===== src/thsl_pkg.sv =====
// Package with the shared types, constants and calibration table of the thermistor linearizer.
package thsl_pkg;

	localparam int SUM_W      = 14;
	localparam int TEMP_W     = 12;
	localparam int CNT_W      = 7;
	localparam int TAB_CAP    = 32;
	localparam int IDX_W      = 5;
	localparam int REM_W      = 21;
	localparam int QUO_W      = 7;
	localparam int BIT_W      = 3;

	localparam logic [SUM_W-1:0] SUM_MAX       = 14'd16383;
	localparam logic [CNT_W-1:0] MAX_SAMPLES   = 7'd64;
	localparam logic [CNT_W-1:0] RESET_SAMPLES = 7'd31;
	localparam logic [TEMP_W-1:0] BASE_TEMP_X16 = 12'd1120;
	localparam logic [BIT_W-1:0] TOP_QUO_BIT   = 3'd6;

	localparam logic [SUM_W-1:0] SUM_AT_POINT [TAB_CAP] = '{
		14'd7900, 14'd6850, 14'd5900, 14'd5130, 14'd4460, 14'd3850, 14'd3350, 14'd2930,
		14'd2590, 14'd2232, 14'd1850, 14'd1620, 14'd1430, 14'd1250, 14'd1100, 14'd950,
		14'd850,  14'd0,    14'd0,    14'd0,    14'd0,    14'd0,    14'd0,    14'd0,
		14'd0,    14'd0,    14'd0,    14'd0,    14'd0,    14'd0,    14'd0,    14'd0
	};

	typedef enum logic [2:0] {
		ST_IDLE,
		ST_RANGE,
		ST_SEARCH,
		ST_SCALE,
		ST_DIVIDE,
		ST_DONE
	} thsl_state_t;

	typedef struct packed {
		logic [TEMP_W-1:0] temperature_x16;
		logic              in_range;
		logic [SUM_W-1:0]  raw_sum;
	} thsl_result_t;

	typedef struct packed {
		logic idle;
		logic res_valid;
	} thsl_ctl_t;

endpackage


===== src/thsl_accum.sv =====
// Sample accumulator that sums one window of ADC samples and hands the finished sum on.
module thsl_accum #(
	parameter int SAMPLE_BITS = 8
) (
	input  logic                      clk,
	input  logic                      arst_n,
	input  logic                      accept,
	input  logic [SAMPLE_BITS-1:0]    sample,
	input  logic [thsl_pkg::CNT_W-1:0] limit,
	output logic                      start,
	output logic [thsl_pkg::SUM_W-1:0] conv_sum
);
	import thsl_pkg::*;

	logic [SUM_W-1:0] sum_q;
	logic [CNT_W-1:0] count_q;
	logic [SUM_W:0]   wide_sum;
	logic [SUM_W-1:0] new_sum;
	logic [CNT_W-1:0] new_count;
	logic             complete;

	always_comb begin
		wide_sum  = {1'b0, sum_q} + (SUM_W+1)'(sample);
		new_sum   = (wide_sum > {1'b0, SUM_MAX}) ? SUM_MAX : wide_sum[SUM_W-1:0];
		new_count = count_q + 7'd1;
		complete  = (new_count >= limit);
		start     = accept && complete;
		conv_sum  = new_sum;
	end

	always_ff @(posedge clk or negedge arst_n) begin
		if (!arst_n) begin
			sum_q   <= '0;
			count_q <= '0;
		end else if (accept) begin
			if (complete) begin
				sum_q   <= '0;
				count_q <= '0;
			end else begin
				sum_q   <= new_sum;
				count_q <= new_count;
			end
		end
	end

endmodule


===== src/thsl_subu.sv =====
// Shared subtract and compare unit used for the segment search and the restoring division.
module thsl_subu (
	input  logic [thsl_pkg::REM_W-1:0] a,
	input  logic [thsl_pkg::REM_W-1:0] b,
	output logic [thsl_pkg::REM_W-1:0] diff,
	output logic                       borrow
);
	import thsl_pkg::*;

	logic [REM_W:0] full;

	always_comb begin
		full   = {1'b0, a} - {1'b0, b};
		diff   = full[REM_W-1:0];
		borrow = full[REM_W];
	end

endmodule


===== src/thsl_interp.sv =====
// Sequencer that searches the table segment and interpolates the temperature by serial division.
module thsl_interp #(
	parameter int TABLE_POINTS = 17
) (
	input  logic                         clk,
	input  logic                         arst_n,
	input  logic                         start,
	input  logic [thsl_pkg::SUM_W-1:0]   start_sum,
	input  logic                         res_take,
	output thsl_pkg::thsl_ctl_t          ctl,
	output thsl_pkg::thsl_result_t       res
);
	import thsl_pkg::*;

	localparam int NPTS = (TABLE_POINTS < 2) ? 2 :
		((TABLE_POINTS > TAB_CAP) ? TAB_CAP : TABLE_POINTS);
	localparam logic [IDX_W-1:0] LAST_IDX = IDX_W'(NPTS - 1);
	localparam logic [IDX_W-1:0] LAST_SEG = IDX_W'(NPTS - 2);

	thsl_state_t       state_q, state_d;
	logic [SUM_W-1:0]  sum_q;
	logic [IDX_W-1:0]  idx_q;
	logic [REM_W-1:0]  rem_q;
	logic [SUM_W-1:0]  div_q;
	logic [QUO_W-1:0]  quo_q;
	logic [BIT_W-1:0]  k_q;
	logic [TEMP_W-1:0] temp_q;
	logic              valid_q;

	logic [SUM_W-1:0]  hi, lo;
	logic              in_span, found, slope_ok;
	logic [REM_W-1:0]  sub_a, sub_b, sub_diff;
	logic              sub_borrow;
	logic [QUO_W-1:0]  quo_new;
	logic [TEMP_W-1:0] seg_base;

	thsl_subu u_subu (
		.a      (sub_a),
		.b      (sub_b),
		.diff   (sub_diff),
		.borrow (sub_borrow)
	);

	always_comb begin
		hi       = SUM_AT_POINT[idx_q];
		lo       = SUM_AT_POINT[idx_q + 5'd1];
		in_span  = (sum_q < SUM_AT_POINT[0]) && (sum_q > SUM_AT_POINT[LAST_IDX]);
		if (state_q == ST_DIVIDE) begin
			sub_a = rem_q;
			sub_b = REM_W'(div_q) << k_q;
		end else begin
			sub_a = REM_W'(sum_q);
			sub_b = REM_W'(lo);
		end
		found    = !sub_borrow;
		slope_ok = (hi > lo) && (hi >= sum_q);
		quo_new  = quo_q | (sub_borrow ? 7'd0 : (7'd1 << k_q));
		seg_base = BASE_TEMP_X16 + (TEMP_W'(idx_q) << 6) + (TEMP_W'(idx_q) << 4);
	end

	always_comb begin
		state_d = state_q;
		case (state_q)
			ST_IDLE:   if (start) state_d = ST_RANGE;
			ST_RANGE:  state_d = in_span ? ST_SEARCH : ST_DONE;
			ST_SEARCH: begin
				if (found) begin
					state_d = slope_ok ? ST_SCALE : ST_DONE;
				end else if (idx_q == LAST_SEG) begin
					state_d = ST_DONE;
				end
			end
			ST_SCALE:  state_d = ST_DIVIDE;
			ST_DIVIDE: if (k_q == '0) state_d = ST_DONE;
			ST_DONE:   if (res_take) state_d = ST_IDLE;
			default:   state_d = ST_IDLE;
		endcase
	end

	always_comb begin
		ctl.idle      = 1'b0;
		ctl.res_valid = 1'b0;
		case (state_q)
			ST_IDLE: ctl.idle      = 1'b1;
			ST_DONE: ctl.res_valid = 1'b1;
			default: begin
				ctl.idle      = 1'b0;
				ctl.res_valid = 1'b0;
			end
		endcase
		res.temperature_x16 = temp_q;
		res.in_range        = valid_q;
		res.raw_sum         = sum_q;
	end

	always_ff @(posedge clk or negedge arst_n) begin
		if (!arst_n) begin
			state_q <= ST_IDLE;
		end else begin
			state_q <= state_d;
		end
	end

	always_ff @(posedge clk) begin
		case (state_q)
			ST_IDLE: begin
				if (start) begin
					sum_q   <= start_sum;
					idx_q   <= '0;
					valid_q <= 1'b0;
					temp_q  <= '0;
				end
			end
			ST_SEARCH: begin
				if (found) begin
					valid_q <= 1'b1;
					temp_q  <= seg_base;
					rem_q   <= REM_W'(hi - sum_q);
					div_q   <= hi - lo;
					k_q     <= TOP_QUO_BIT;
					quo_q   <= '0;
				end else begin
					idx_q <= idx_q + 5'd1;
				end
			end
			ST_SCALE: rem_q <= (rem_q << 6) + (rem_q << 4);
			ST_DIVIDE: begin
				if (!sub_borrow) rem_q <= sub_diff;
				quo_q <= quo_new;
				k_q   <= k_q - 3'd1;
				if (k_q == '0) temp_q <= temp_q + TEMP_W'(quo_new);
			end
			default: begin
			end
		endcase
	end

endmodule


===== src/thermistor_sum_linearizer_top.sv =====
// Top level of the thermistor sum linearizer with configuration and output registers.
// A sample that does not close a window is taken and leaves the block ready for the next sample.
// A window-closing sample holds the block for a range check, then, for a sum in the table
// span, one table compare a cycle and, if a segment is found, a scaling step and seven
// division steps, then a hand-over to the output register. Compares and division steps share
// one subtractor. The hand-over waits while the output register holds an untaken request.
// The result waits in the output register while further samples are taken.
// Reset is asynchronous and active low; it clears the sum, count and handshakes and
// sets the window length to 31 samples.
module thermistor_sum_linearizer_top #(
	parameter int TABLE_POINTS = 17,
	parameter int SAMPLE_BITS  = 8
) (
	input  logic                          clk,
	input  logic                          arst_n,
	input  logic                          cfg_we,
	input  logic [thsl_pkg::CNT_W-1:0]    cfg_wdata,
	input  logic                          in_valid,
	output logic                          in_ready,
	input  logic [SAMPLE_BITS-1:0]        adc_sample,
	output logic                          out_valid,
	input  logic                          out_ready,
	output logic [thsl_pkg::TEMP_W-1:0]   temperature_x16,
	output logic                          in_range,
	output logic [thsl_pkg::SUM_W-1:0]    raw_sum
);
	import thsl_pkg::*;

	logic [CNT_W-1:0] spa_q;
	logic [CNT_W-1:0] limit;
	logic             accept;
	logic             start;
	logic [SUM_W-1:0] conv_sum;
	logic             res_take;
	thsl_ctl_t        ctl;
	thsl_result_t     res;
	logic             out_valid_q;
	thsl_result_t     out_q;

	always_comb begin
		if (spa_q == '0) begin
			limit = 7'd1;
		end else if (spa_q > MAX_SAMPLES) begin
			limit = MAX_SAMPLES;
		end else begin
			limit = spa_q;
		end
		in_ready = ctl.idle;
		accept   = in_valid && in_ready;
		res_take = ctl.res_valid && (!out_valid_q || out_ready);
	end

	always_ff @(posedge clk or negedge arst_n) begin
		if (!arst_n) begin
			spa_q <= RESET_SAMPLES;
		end else if (cfg_we) begin
			spa_q <= cfg_wdata;
		end
	end

	thsl_accum #(.SAMPLE_BITS(SAMPLE_BITS)) u_accum (
		.clk      (clk),
		.arst_n   (arst_n),
		.accept   (accept),
		.sample   (adc_sample),
		.limit    (limit),
		.start    (start),
		.conv_sum (conv_sum)
	);

	thsl_interp #(.TABLE_POINTS(TABLE_POINTS)) u_interp (
		.clk       (clk),
		.arst_n    (arst_n),
		.start     (start),
		.start_sum (conv_sum),
		.res_take  (res_take),
		.ctl       (ctl),
		.res       (res)
	);

	always_ff @(posedge clk or negedge arst_n) begin
		if (!arst_n) begin
			out_valid_q <= 1'b0;
		end else if (res_take) begin
			out_valid_q <= 1'b1;
		end else if (out_ready) begin
			out_valid_q <= 1'b0;
		end
	end

	always_ff @(posedge clk) begin
		if (res_take) out_q <= res;
	end

	assign out_valid       = out_valid_q;
	assign temperature_x16 = out_q.temperature_x16;
	assign in_range        = out_q.in_range;
	assign raw_sum         = out_q.raw_sum;

endmodule


===== config.mk =====
export PLATFORM = sky130hd
export DESIGN_NAME = thermistor_sum_linearizer_top
export DESIGN_NICKNAME = d
export VERILOG_FILES = /design/src/thsl_pkg.sv /design/src/thsl_accum.sv /design/src/thsl_subu.sv /design/src/thsl_interp.sv /design/src/thermistor_sum_linearizer_top.sv
export SDC_FILE = /design/constraint.sdc
export NUM_CORES = 1
export LEC_CHECK = 0
export ABC_CLOCK_PERIOD_IN_PS = 18700
export BUFFER_PORTS_ARGS = -buffer_cell sky130_fd_sc_hd__buf_4
export CAP_MARGIN = 20
export CORE_MARGIN = 2
export CORE_UTILIZATION = 45
export CTS_CLUSTER_DIAMETER = 150
export CTS_CLUSTER_SIZE = 30
export DETAILED_ROUTE_END_ITERATION = 16
export PLACE_DENSITY = 0.71
export SETUP_SLACK_MARGIN = 0.1
export SLEW_MARGIN = 0
export SYNTH_ARGS = -nofsm -noshare
export SYNTH_HDL_FRONTEND = slang
export SYNTH_SLANG_ARGS = --single-unit

===== constraint.sdc =====
create_clock -name clk -period 18.7 [get_ports clk]
set_input_delay 3.74 -clock clk [delete_from_list [all_inputs] [get_ports clk]]
set_output_delay 3.74 -clock clk [all_outputs]
set_load 0.1 [all_outputs]

; ---- After elaboration in Yosys (flattened, before gate mapping)
; Memory sizes are Yosys's and may differ from the RTL's.
; Cells that the tools add are included.
[totals]
reg_bits = 136
elab_cells = 121
in_bits = 20
memories = 2
rom_bits = 896
[mem_list]
columns = name, words, word_bits, read_ports, rd_clocked_by_memory_dff, wr, line
row1 = (name not given), 32, 14, 1, 0, 0, thsl_interp.sv:46  ; lo = SUM_AT_POINT[idx_q + 5'd1];
row2 = (name not given), 32, 14, 1, 0, 0, thsl_interp.sv:45  ; hi = SUM_AT_POINT[idx_q];
[classes]
eq_ne = 13
n_mux = 41
shift = 2
bitwise_logic = 4
add_sub_neg = 11
order_cmp = 9
n_reduce_logical = 23
[ops]
columns = op, n
row1 = 2-to-1 mux 14 bit, 6
row2 = 2-to-1 mux 21 bit, 4
row3 = one-hot mux 21 bit (3 select lines), 1
row4 = 2-to-1 mux 12 bit, 3
row5 = one-hot mux 12 bit (3 select lines), 1
row6 = 2-to-1 mux 7 bit, 5
row7 = 2-to-1 mux 3 bit, 8
row8 = subtractor 21 x 21 -> 22 bit, 1
row9 = adder 21 bit, 1
row10 = left shift 14 x 3 -> 21 bit, 1
row11 = one-hot mux 3 bit (6 select lines), 1
row12 = adder 14 x 8 -> 15 bit, 1
row13 = "greater-than comparator 15 x 14 -> 1 bit, second input constant", 1
row14 = subtractor 14 x 14 -> 15 bit, 1
row15 = greater-or-equal comparator 14 bit, 1
row16 = "greater-than comparator 14 x 10 -> 1 bit, second input constant", 1
row17 = greater-than comparator 14 bit, 1
row18 = "less-than comparator 14 x 13 -> 1 bit, second input constant", 1
row19 = one-hot mux 7 bit (2 select lines), 1
row20 = subtractor 14 bit, 1
row21 = "adder 11 x 11 -> 12 bit, first input constant", 1
row22 = adder 12 x 7 -> 12 bit, 1
row23 = adder 12 x 9 -> 12 bit, 1
row24 = "greater-or-equal comparator 6 bit, second input constant", 2
row25 = 30 further kinds, 57

; ---- Logic depth before layout (Yosys ltp)
; Gate-level depths: netlist of run 1.
[depth]
depth_word = 12
depth_mapped = 26
ltp_nobuf = 25

; ---- By module
; Synthesis of run 1 repeated with hierarchy kept, for this count alone.
[unflattened]
hier_cells = 1293
area_unflattened_um2 = 11681.2
[by_module_without_submodules]
columns = module, area_per_inst_um2, seq_area_each_um2, cells_each, instances
row1 = thsl_interp, 7624.8, 2357.3, 879, 1
row2 = thsl_accum, 1746.7, 525.5, 188, 1
row3 = thermistor_sum_linearizer_top, 1189.9, 1017.2, 56, 1
row4 = thsl_subu, 1119.8, 0.0, 170, 1

; ---- Least setup slack after synthesis of run 1
; Ideal clock, no wire load.
[synth_timing]
kind = flip-flop to output port
startpoint = register u_interp.state_q[2]
endpoint = output port in_ready
path_stages_with_launch = 3
t_arrival_ns = 2.695
t_required_ns = 14.960
slack_ns = 12.265
cell_sequence = dfrtp_1 clkbuf_1 nor3_1
[synth_via]
elab_chain_len = 2
[synth_rtl]
columns = item, line
row1 = from (decl), thsl_interp.sv:20  ; thsl_state_t state_q, state_d;
row2 = from (signal assigned), thsl_interp.sv:100  ; state_q <= state_d;
row3 = logical NOT 3 bit, thsl_interp.sv:83  ; case (state_q)
row4 = 2-to-1 mux 1 bit, thsl_interp.sv:83
row5 = to (decl), thermistor_sum_linearizer_top.sv:19  ; output logic in_ready,
; No other way between the ends.

; ---- Worst setup path in the final report of run 1
[layout_timing]
startpoint = register u_interp.idx_q[3]
endpoint = register u_interp.temp_q[8] (data pin)
[layout_via]
elab_chain_len = 12
[layout_rtl]
columns = item, line
row1 = from (decl), thsl_interp.sv:22  ; logic [IDX_W-1:0] idx_q;
row2 = from (signal assigned), thsl_interp.sv:123  ; idx_q <= idx_q + 5'd1;
row3 = adder 5 x 1 -> 5 bit, thsl_interp.sv:46
row4 = NOT 5 -> 6 bit (not written as such), thsl_interp.sv:46
row5 = memory (32 x 14 bit), n/a
row6 = 2-to-1 mux 14 bit (not written as such) (2 in a row), thsl_interp.sv:46
row7 = 2-to-1 mux 21 bit, thsl_interp.sv:48  ; if (state_q == ST_DIVIDE) begin
row8 = subtractor 21 x 21 -> 22 bit, thsl_subu.sv:13  ; full = {1'b0, a} - {1'b0, b};
row9 = 2-to-1 mux 7 bit, thsl_interp.sv:57  ; quo_new = quo_q | (sub_borrow ? 7'd0 : (7'd1 << k_q));
row10 = bitwise OR 7 bit, thsl_interp.sv:57
row11 = named net u_interp.quo_new[0], thsl_interp.sv:34  ; logic [QUO_W-1:0] quo_new;
row12 = adder 12 x 7 -> 12 bit, thsl_interp.sv:131  ; if (k_q == '0) temp_q <= temp_q + TEMP_W'(quo_new);
row13 = 2-to-1 mux 12 bit, thsl_interp.sv:131
row14 = one-hot mux 12 bit (3 select lines), thsl_interp.sv:105  ; case (state_q)
row15 = to (signal assigned), thsl_interp.sv:117  ; temp_q <= seg_base;
row16 = to (signal assigned), thsl_interp.sv:131
row17 = to (decl), thsl_interp.sv:27  ; logic [TEMP_W-1:0] temp_q;
; The timed path passes the listed nets, and every way through them passes these cells. The select of a mux whose other input is x is not followed.
; A chain may end at the register's enable or synchronous reset.

==> qor.txt, run 1 <==
n_diodes = 0
Synth Flop Type = edfxtp_1
register area share after synthesis = 0.357
Area contributors post-synth = edfxtp_1, ha_1, dfrtp_1
family with the most delay on the worst path = compound AO/OA/AOI/OAI gates
dpl cells = 1530
Crit. Startpoint = u_interp.idx_q[3]
Final setup viols = 0
area leader, netlist = edfxtp_1
pre-CTS setup slack = 11440 ps
Mean Syn Cell Area = 9.06 sq um
vias in the first global route = 8975
I/O pins = 49
DRT antenna net count = 0
hold path cells = 0
worst skew pair latency = 440 ps
hold_ws = 456 ps
DP HPWL = 22800 um
Post-CTS Setup Inserts = 0
Post-synth EDFFs = 103
Layout area overhead = 11.1%
Syn Nets = 1338
gp weighted congestion = 0.983
VDD IR-drop max = 0.0789 mV
max-cap viol count = 0
Pleak = 5.00 nW
CP required = 19010 ps
Synthesis Warnings = 0
commonest non-fill, non-tap cell in the layout = nand2_1
crit end category = flip-flop
Unique masters post-synth = 69
first-pass GRT wire length = 48000 um
Root Driver = clkbuf_16
Least-Margin Pin Slew = 1100 ps
final setup margin = 11290 ps
CTS Hold Bufs = 0
filler instances = 2260
r2r worst-path depth = 23
CTS buffer count = 17
via-per-instance ratio = 5.98
Final Total Pwr = 2.36 mW
CP arrival = 7720 ps
largest fanout on the critical path = 23
DRT iter0 DRCs = 753
All-Layer GR Usage = 0.237
CTS Buffer Depth = 2
CTS H-tree lvls = 4
PortBufs = 48
hold_sp = u_interp.valid_q
crit path buf inv count = 1
Mapped Area = 10900 sq um
largest net degree at the start of global routing = 84
slowest stage delay, CP = 980 ps
Final Instance Count excl. Fillers = 1563
Final Core Density = 0.504
Die Span Y = 160 um
DRC = 0
post-CTS sizing = 0
most frequent cells in the layout = nand2_1, ha_1, edfxtp_1
Die W = 160 um
register clock-pin slew on the reported worst setup and hold paths = 70 ps
Post-Syn Instances = 1206
asr flop ratio synth = 0.237
CORE AREA = 24100 sq um
CTS tree = built
worst r2r src = u_interp.idx_q[3]
WL/cell = 19.1 um
row cnt = 57
setup TNS = 0 ps
routed wire length = 29900 um
Pre-antenna DRT Iters = 5
Total Nets Final = 1358
unrepaired setup endpoints after global routing = no
Max Clock Skew = 12.8 ps
Final Cycle Share = 0.396
max frequency = 135 MHz
Hold WC Path Type = flip-flop to flip-flop
FF-to-FF End = u_interp.temp_q[8]
Critical Path Slowest Stage Cell = xnor2_1
layout cells sized above 1 = 0.103
Storage cell area = 3900 sq um
Slew headroom = 0.261
Yosys reg bits = 135
Synth top area share = 0.283
Post-Layout Inst Area = 12100 sq um
sequence of cells on the critical path = inv_1, xnor2_1, nor2_1, o21ai_0, o21ai_0, a21oi_1, o22a_1, ha_1, o21a_1, o221a_2, a2111o_1, a311oi_2, nor2_1, a21o_1, ha_1, fa_1, a21oi_1, o21bai_1, a21o_1, a21o_1, a21oi_1, mux2_2, nand2_1
status = complete, no violations
Final Hold Violating Endpoints = 0
Overflow after GRT = 0
total number of vias = 9353
Multi-input gate area = 6620 sq um
initial antenna violation count = 1
Critical Path Source Type = flip-flop
FF-to-FF setup slack = 11290 ps
full die area = 25600 sq um
Final min period = 7410 ps
PwrDens = 195 nW/um^2
Endpoint, Worst Hold = in_range
fin. max-slew vios = 0
Initial Util = 0.453
Placed Area = 11600 sq um
clk sinks = 135
WS Path Type = flip-flop to flip-flop
## worst register-to-register path, delay by kind of cell, from the launching register on
kind	cells	cell delay (ps)
compound gates	14	3520
xor+xnor	1	980
fa+ha+maj	3	850
buf+inv	1	410
flops	1	840
mux	1	370
simple gates	3	350
## synth_stat cells, types with 12 or more instances
cell and n:
dfrtp_1 27, nand3_1 32, clkbuf_1 49, mux2_2 15, o21ai_0 92, a211oi_1 13
xnor2_1 36, nand2_1 124, and2_1 22, a21o_1 28, a21oi_1 85, inv_1 54
ha_1 106, o21a_1 19, nand2b_1 13, xor2_1 35, o211ai_1 13, a31oi_1 15
and3_1 12, edfxtp_1 103, nor2_1 82, nor3_1 23, nand4_1 15, nor2b_1 12
mux2i_1 15, o22ai_1 14
## sequential cells by signal, summed over array words and instances, names as in the netlist
signal,count
u_interp.idx_q,5
u_interp.state_q,3
u_interp.div_q,13
raw_sum,14
u_interp.quo_q,7
u_interp.valid_q,1
in_range,1
u_interp.temp_q,12
spa_q,7
temperature_x16,12
u_interp.sum_q,14
u_interp.rem_q,21
u_interp.k_q,3
out_valid,1
u_accum.sum_q,14
u_accum.count_q,7
## final cells by class
| class | instances | area share |
|---|---|---|
| Clock inverter | 15 | 0.0114 |
| Timing Repair Buffer | 57 | 0.0362 |
| Multi-Input combinational cell | 958 | 0.545 |
| Clock buffer | 17 | 0.0350 |
| Sequential cell | 135 | 0.321 |
| Inverter | 57 | 0.0176 |
| Tap cell | 324 | 0.0334 |
## metal layers
layer | part of all wire | GRT usage | vias to the layer above
met5 | 0.00043 | 0 | -
met4 | 0.028 | 0.0815 | 2
met3 | 0.064 | 0.0519 | 64
met2 | 0.47 | 0.386 | 334
met1 | 0.44 | 0.313 | 4439
li1 | - | - | 4514
## kinds of logic (layout without fill, tap and decap cells)
group	Yosys count	in the layout	synth area share
AOI/OAI and AO/OA	371	371	0.221
xor gates and xnor gates	71	71	0.0569
adders and majority gates	112	112	0.132
buffers and inverters	113	146	0.0388
DFF	135	135	0.357
muxes	31	31	0.0312
and+or+nand+nor	373	373	0.163
## where the power goes
group / leakage, nW / internal [mW] / switching (mW)
Combinational: 3.40 / 0.561 / 0.930
Sequential: 1.33 / 0.462 / 0.0791
Clock: 0.271 / 0.175 / 0.156
## worst max path at each step
stage                          to  cells past startpoint
2_1_floorplan            in_ready                      2
3_3_place_gp   u_interp.temp_q[8]                     23
3_5_place_dp   u_interp.temp_q[8]                     23
4_1_cts        u_interp.temp_q[8]                     23
5_1_grt        u_interp.temp_q[8]                     23
6_report       u_interp.temp_q[8]                     23
Note: power is estimated with default switching activity, not from simulation.
==> inputs of run 2 (changes only) <==
--- a/config.mk
+++ b/config.mk
@@ -5,7 +5,8 @@
 export SDC_FILE = /design/constraint.sdc
 export NUM_CORES = 1
 export LEC_CHECK = 0
-export ABC_CLOCK_PERIOD_IN_PS = 18700
+export ABC_AREA = 1
+export ABC_CLOCK_PERIOD_IN_PS = 6470
 export BUFFER_PORTS_ARGS = -buffer_cell sky130_fd_sc_hd__buf_4
 export CAP_MARGIN = 20
 export CORE_MARGIN = 2
@@ -13,7 +14,7 @@
 export CTS_CLUSTER_DIAMETER = 150
 export CTS_CLUSTER_SIZE = 30
 export DETAILED_ROUTE_END_ITERATION = 16
-export PLACE_DENSITY = 0.71
+export PLACE_DENSITY = 0.74
 export SETUP_SLACK_MARGIN = 0.1
 export SLEW_MARGIN = 0
 export SYNTH_ARGS = -nofsm -noshare
==> constraint.sdc (replaced) <==
create_clock -name clk -period 6.47 [get_ports clk]
set_input_delay 1.294 -clock clk [delete_from_list [all_inputs] [get_ports clk]]
set_output_delay 1.294 -clock clk [all_outputs]
set_load 0.1 [all_outputs]
==> qor.txt, run 2 <==
Syn Nets = 1701 (was 1338)
GR Layer Usage met2 = 0.397 (was 0.386)
WL/cell = 16.3 um (was 19.1 um)
Pre-antenna DRT Iters = 5 (unchanged)
Layout area overhead = 10.7% (was 11.1%)
setup TNS = 0 ps (unchanged)
commonest cells in the netlist = nand2_1, inv_1, nand3_1 (was nand2_1, ha_1, edfxtp_1)
Mapped Area = 11500 sq um (was 10900 sq um)
Final Cycle Share = 0.861 (was 0.396)
Max Clock Skew = 12.6 ps (was 12.8 ps)
Synth Area in Adders = 0.126 (was 0.132)
Post-CTS Setup Inserts = 0 (unchanged)
CP arrival = 5730 ps (was 7720 ps)
Crit. Startpoint = u_interp.idx_q[0] (was u_interp.idx_q[3])
r2r worst-path depth = 23 (unchanged)
Total Nets Final = 1742 (was 1358)
clk sinks = 135 (unchanged)
total number of vias = 10900 (was 9353)
simple-gate share of the synthesized area = 0.281 (was 0.163)
register clock-pin slew on the reported worst setup and hold paths = 60 ps (was 70 ps)
n_diodes = 0 (unchanged)
Final Hold Violating Endpoints = 0 (unchanged)
initial antenna violation count = 0 (was 1)
Yosys reg bits = 135 (unchanged)
CTS Hold Bufs = 0 (unchanged)
PortBufs = 48 (unchanged)
fin. max-slew vios = 0 (unchanged)
CTS H-tree lvls = 4 (unchanged)
largest net degree at the start of global routing = 52 (was 84)
first-pass GRT wire length = 51300 um (was 48000 um)
Critical Path Source Type = flip-flop (unchanged)
Post-synth EDFFs = 103 (unchanged)
Synth Flop Type = edfxtp_1 (unchanged)
Synthesis Warnings = 0 (unchanged)
unrepaired setup endpoints after global routing = no (unchanged)
count leader, synth = nand2_1 (unchanged)
Hold WC Path Type = flip-flop to flip-flop (unchanged)
pre-CTS setup slack = 1080 ps (was 11440 ps)
Critical Path Slowest Stage Cell = edfxtp_1 (was xnor2_1)
vias in the first global route = 10400 (was 8975)
routed wire length = 31900 um (was 29900 um)
CTS buffer count = 17 (unchanged)
CTS Buffer Depth = 2 (unchanged)
status = complete, no violations (unchanged)
CORE AREA = 25200 sq um (was 24100 sq um)
met3 usage = 0.0386 (was 0.0519)
hold_sp = u_interp.valid_q (unchanged)
Synth Area in XOR/XNOR = 0.0228 (was 0.0569)
Final min period = 5570 ps (was 7410 ps)
DRT iter0 DRCs = 965 (was 753)
met1 GRT Util = 0.323 (was 0.313)
DRC = 0 (unchanged)
layout cells sized above 1 = 0.0856 (was 0.103)
post-synthesis mux area share = 0.00565 (was 0.0313)
gp weighted congestion = 0.989 (was 0.983)
Initial Util = 0.457 (was 0.453)
Overflow after GRT = 0 (unchanged)
max-cap viol count = 0 (unchanged)
slowest stage delay, CP = 650 ps (was 980 ps)
Die W = 164 um (was 160 um)
largest family of logic cells by synthesized area = simple AND/OR/NAND/NOR gates (was compound AO/OA/AOI/OAI gates)
Area contributors post-synth = edfxtp_1, nand2_1, ha_1 (was edfxtp_1, ha_1, dfrtp_1)
post-CTS sizing = 0 (unchanged)
final setup margin = 899 ps (was 11290 ps)
Slew headroom = 0.261 (about the same)
crit end category = flip-flop (unchanged)
Biggest register = u_interp.rem_q (unchanged)
commonest non-fill, non-tap cell in the layout = nand2_1 (unchanged)
DP HPWL = 25000 um (was 22800 um)
max FFs per register = 21 (unchanged)
via-per-instance ratio = 5.58 (was 5.98)
grt peak-use layer = met2 (unchanged)
most frequent cells in the layout = nand2_1, inv_1, nand3_1 (was nand2_1, ha_1, edfxtp_1)
Root Driver = clkbuf_16 (unchanged)
largest fanout on the critical path = 14 (was 23)
I/O pins = 49 (unchanged)
CP most frequent cell = nand2_1
max frequency = 180 MHz (was 135 MHz)
compound-gate portion of the synthesized area = 0.146 (was 0.221)
asr flop ratio synth = 0.237 (unchanged)
Unique masters post-synth = 57 (was 69)
Least-Margin Pin Slew = 1100 ps (about the same)
worst skew pair latency = 430 ps (was 440 ps)
full die area = 26900 sq um (was 25600 sq um)
DRT antenna net count = 0 (unchanged)
row cnt = 58 (was 57)
register area share after synthesis = 0.339 (was 0.357)
area leader, netlist = edfxtp_1 (unchanged)
Die Span Y = 164 um (was 160 um)
Final setup viols = 0 (unchanged)
sequence of cells on the critical path = ha_1, inv_1, ha_1, nand2_1, inv_1, a21oi_1, o21ai_0, o21ai_1, a21boi_1, ha_1, nand3_1, nand3_1, nand2_1, nand3_1, nand2_1, nand2_1, ha_1, fa_1, a31o_2, nand3_1, nand2_1, o21ai_0, o21ai_0 (was inv_1, xnor2_1, nor2_1, o21ai_0, o21ai_0, a21oi_1, o22a_1, ha_1, o21a_1, o221a_2, a2111o_1, a311oi_2, nor2_1, a21o_1, ha_1, fa_1, a21oi_1, o21bai_1, a21o_1, a21o_1, a21oi_1, mux2_2, nand2_1)
CTS tree = built (unchanged)
hold path cells = 0 (unchanged)
worst r2r src = u_interp.idx_q[0] (was u_interp.idx_q[3])
WS Path Type = flip-flop to flip-flop (unchanged)
Post-Syn Instances = 1569 (was 1206)
CP required = 6630 ps (was 19010 ps)
Synth top area share = 0.269 (was 0.283)
Mean Syn Cell Area = 7.34 sq um (was 9.06 sq um)
Final Core Density = 0.506 (was 0.504)
All-Layer GR Usage = 0.242 (was 0.237)
==> run 2: final timing paths <==
| path | endpoint | slack, ps |
|---|---|---|
| max reg2reg | u_interp.temp_q[8] | 900 |
| max in group asynchronous | spa_q[4] | 5330 |
| min reg2reg | in_range | 420 |
| min in group asynchronous | spa_q[6] | 810 |
| min | in_range | 420 |
| max | u_interp.temp_q[8] | 900 |
==> run 2: layer usage <==
layer | share of wire | routed length, um | up-vias
li1 | - | - | 5392
met1 | 0.45 | 14200 | 5062
met2 | 0.46 | 14700 | 389
met3 | 0.064 | 2060 | 63
met4 | 0.030 | 969 | 0
met5 | 0 | 0 | -
==> run 2: logic make-up after synthesis <==
group / after synthesis
XOR/XNOR: 30
AND/OR/NAND/NOR: 752
flip-flops: 135
adder cells (fa/ha/maj): 112
AO/OA/AOI/OAI: 300
buffers and inverters: 234
multiplexers: 6
==> run 2: stage by stage <==
step	area [sq um]	cells	hold slack (ps)
2_1_floorplan	11500	1569	400
3_5_place_dp	12200	1921	412
6_report	12700	1953	423
5_1_grt	12700	1953	429
3_3_place_gp	12200	1921	422
4_1_cts	12700	1953	427
==> run 2: cell type report <==
cell class / instances / area [sq um]
Clock buffer: 21 / 472
Inverter: 204 / 766
Clock inverter: 11 / 110
Sequential cell: 135 / 3900
Fill cell: 2438 / 12400
Tap cell: 330 / 413
Multi-Input combinational cell: 1200 / 6700
Timing Repair Buffer: 52 / 390
==> run 2: worst max-delay path, delay by kind of cell, from the launching register on <==
family / cells / cell delay [ps]
buf+inv: 2 / 210
fa+ha+maj: 5 / 1780
compound gates: 7 / 1300
simple gates: 9 / 1320
flops: 1 / 650
Power of run 2 is left out: the tool's default activity adds up to more than one toggle a clock period on the data nets, which glitch-free logic cannot reach.
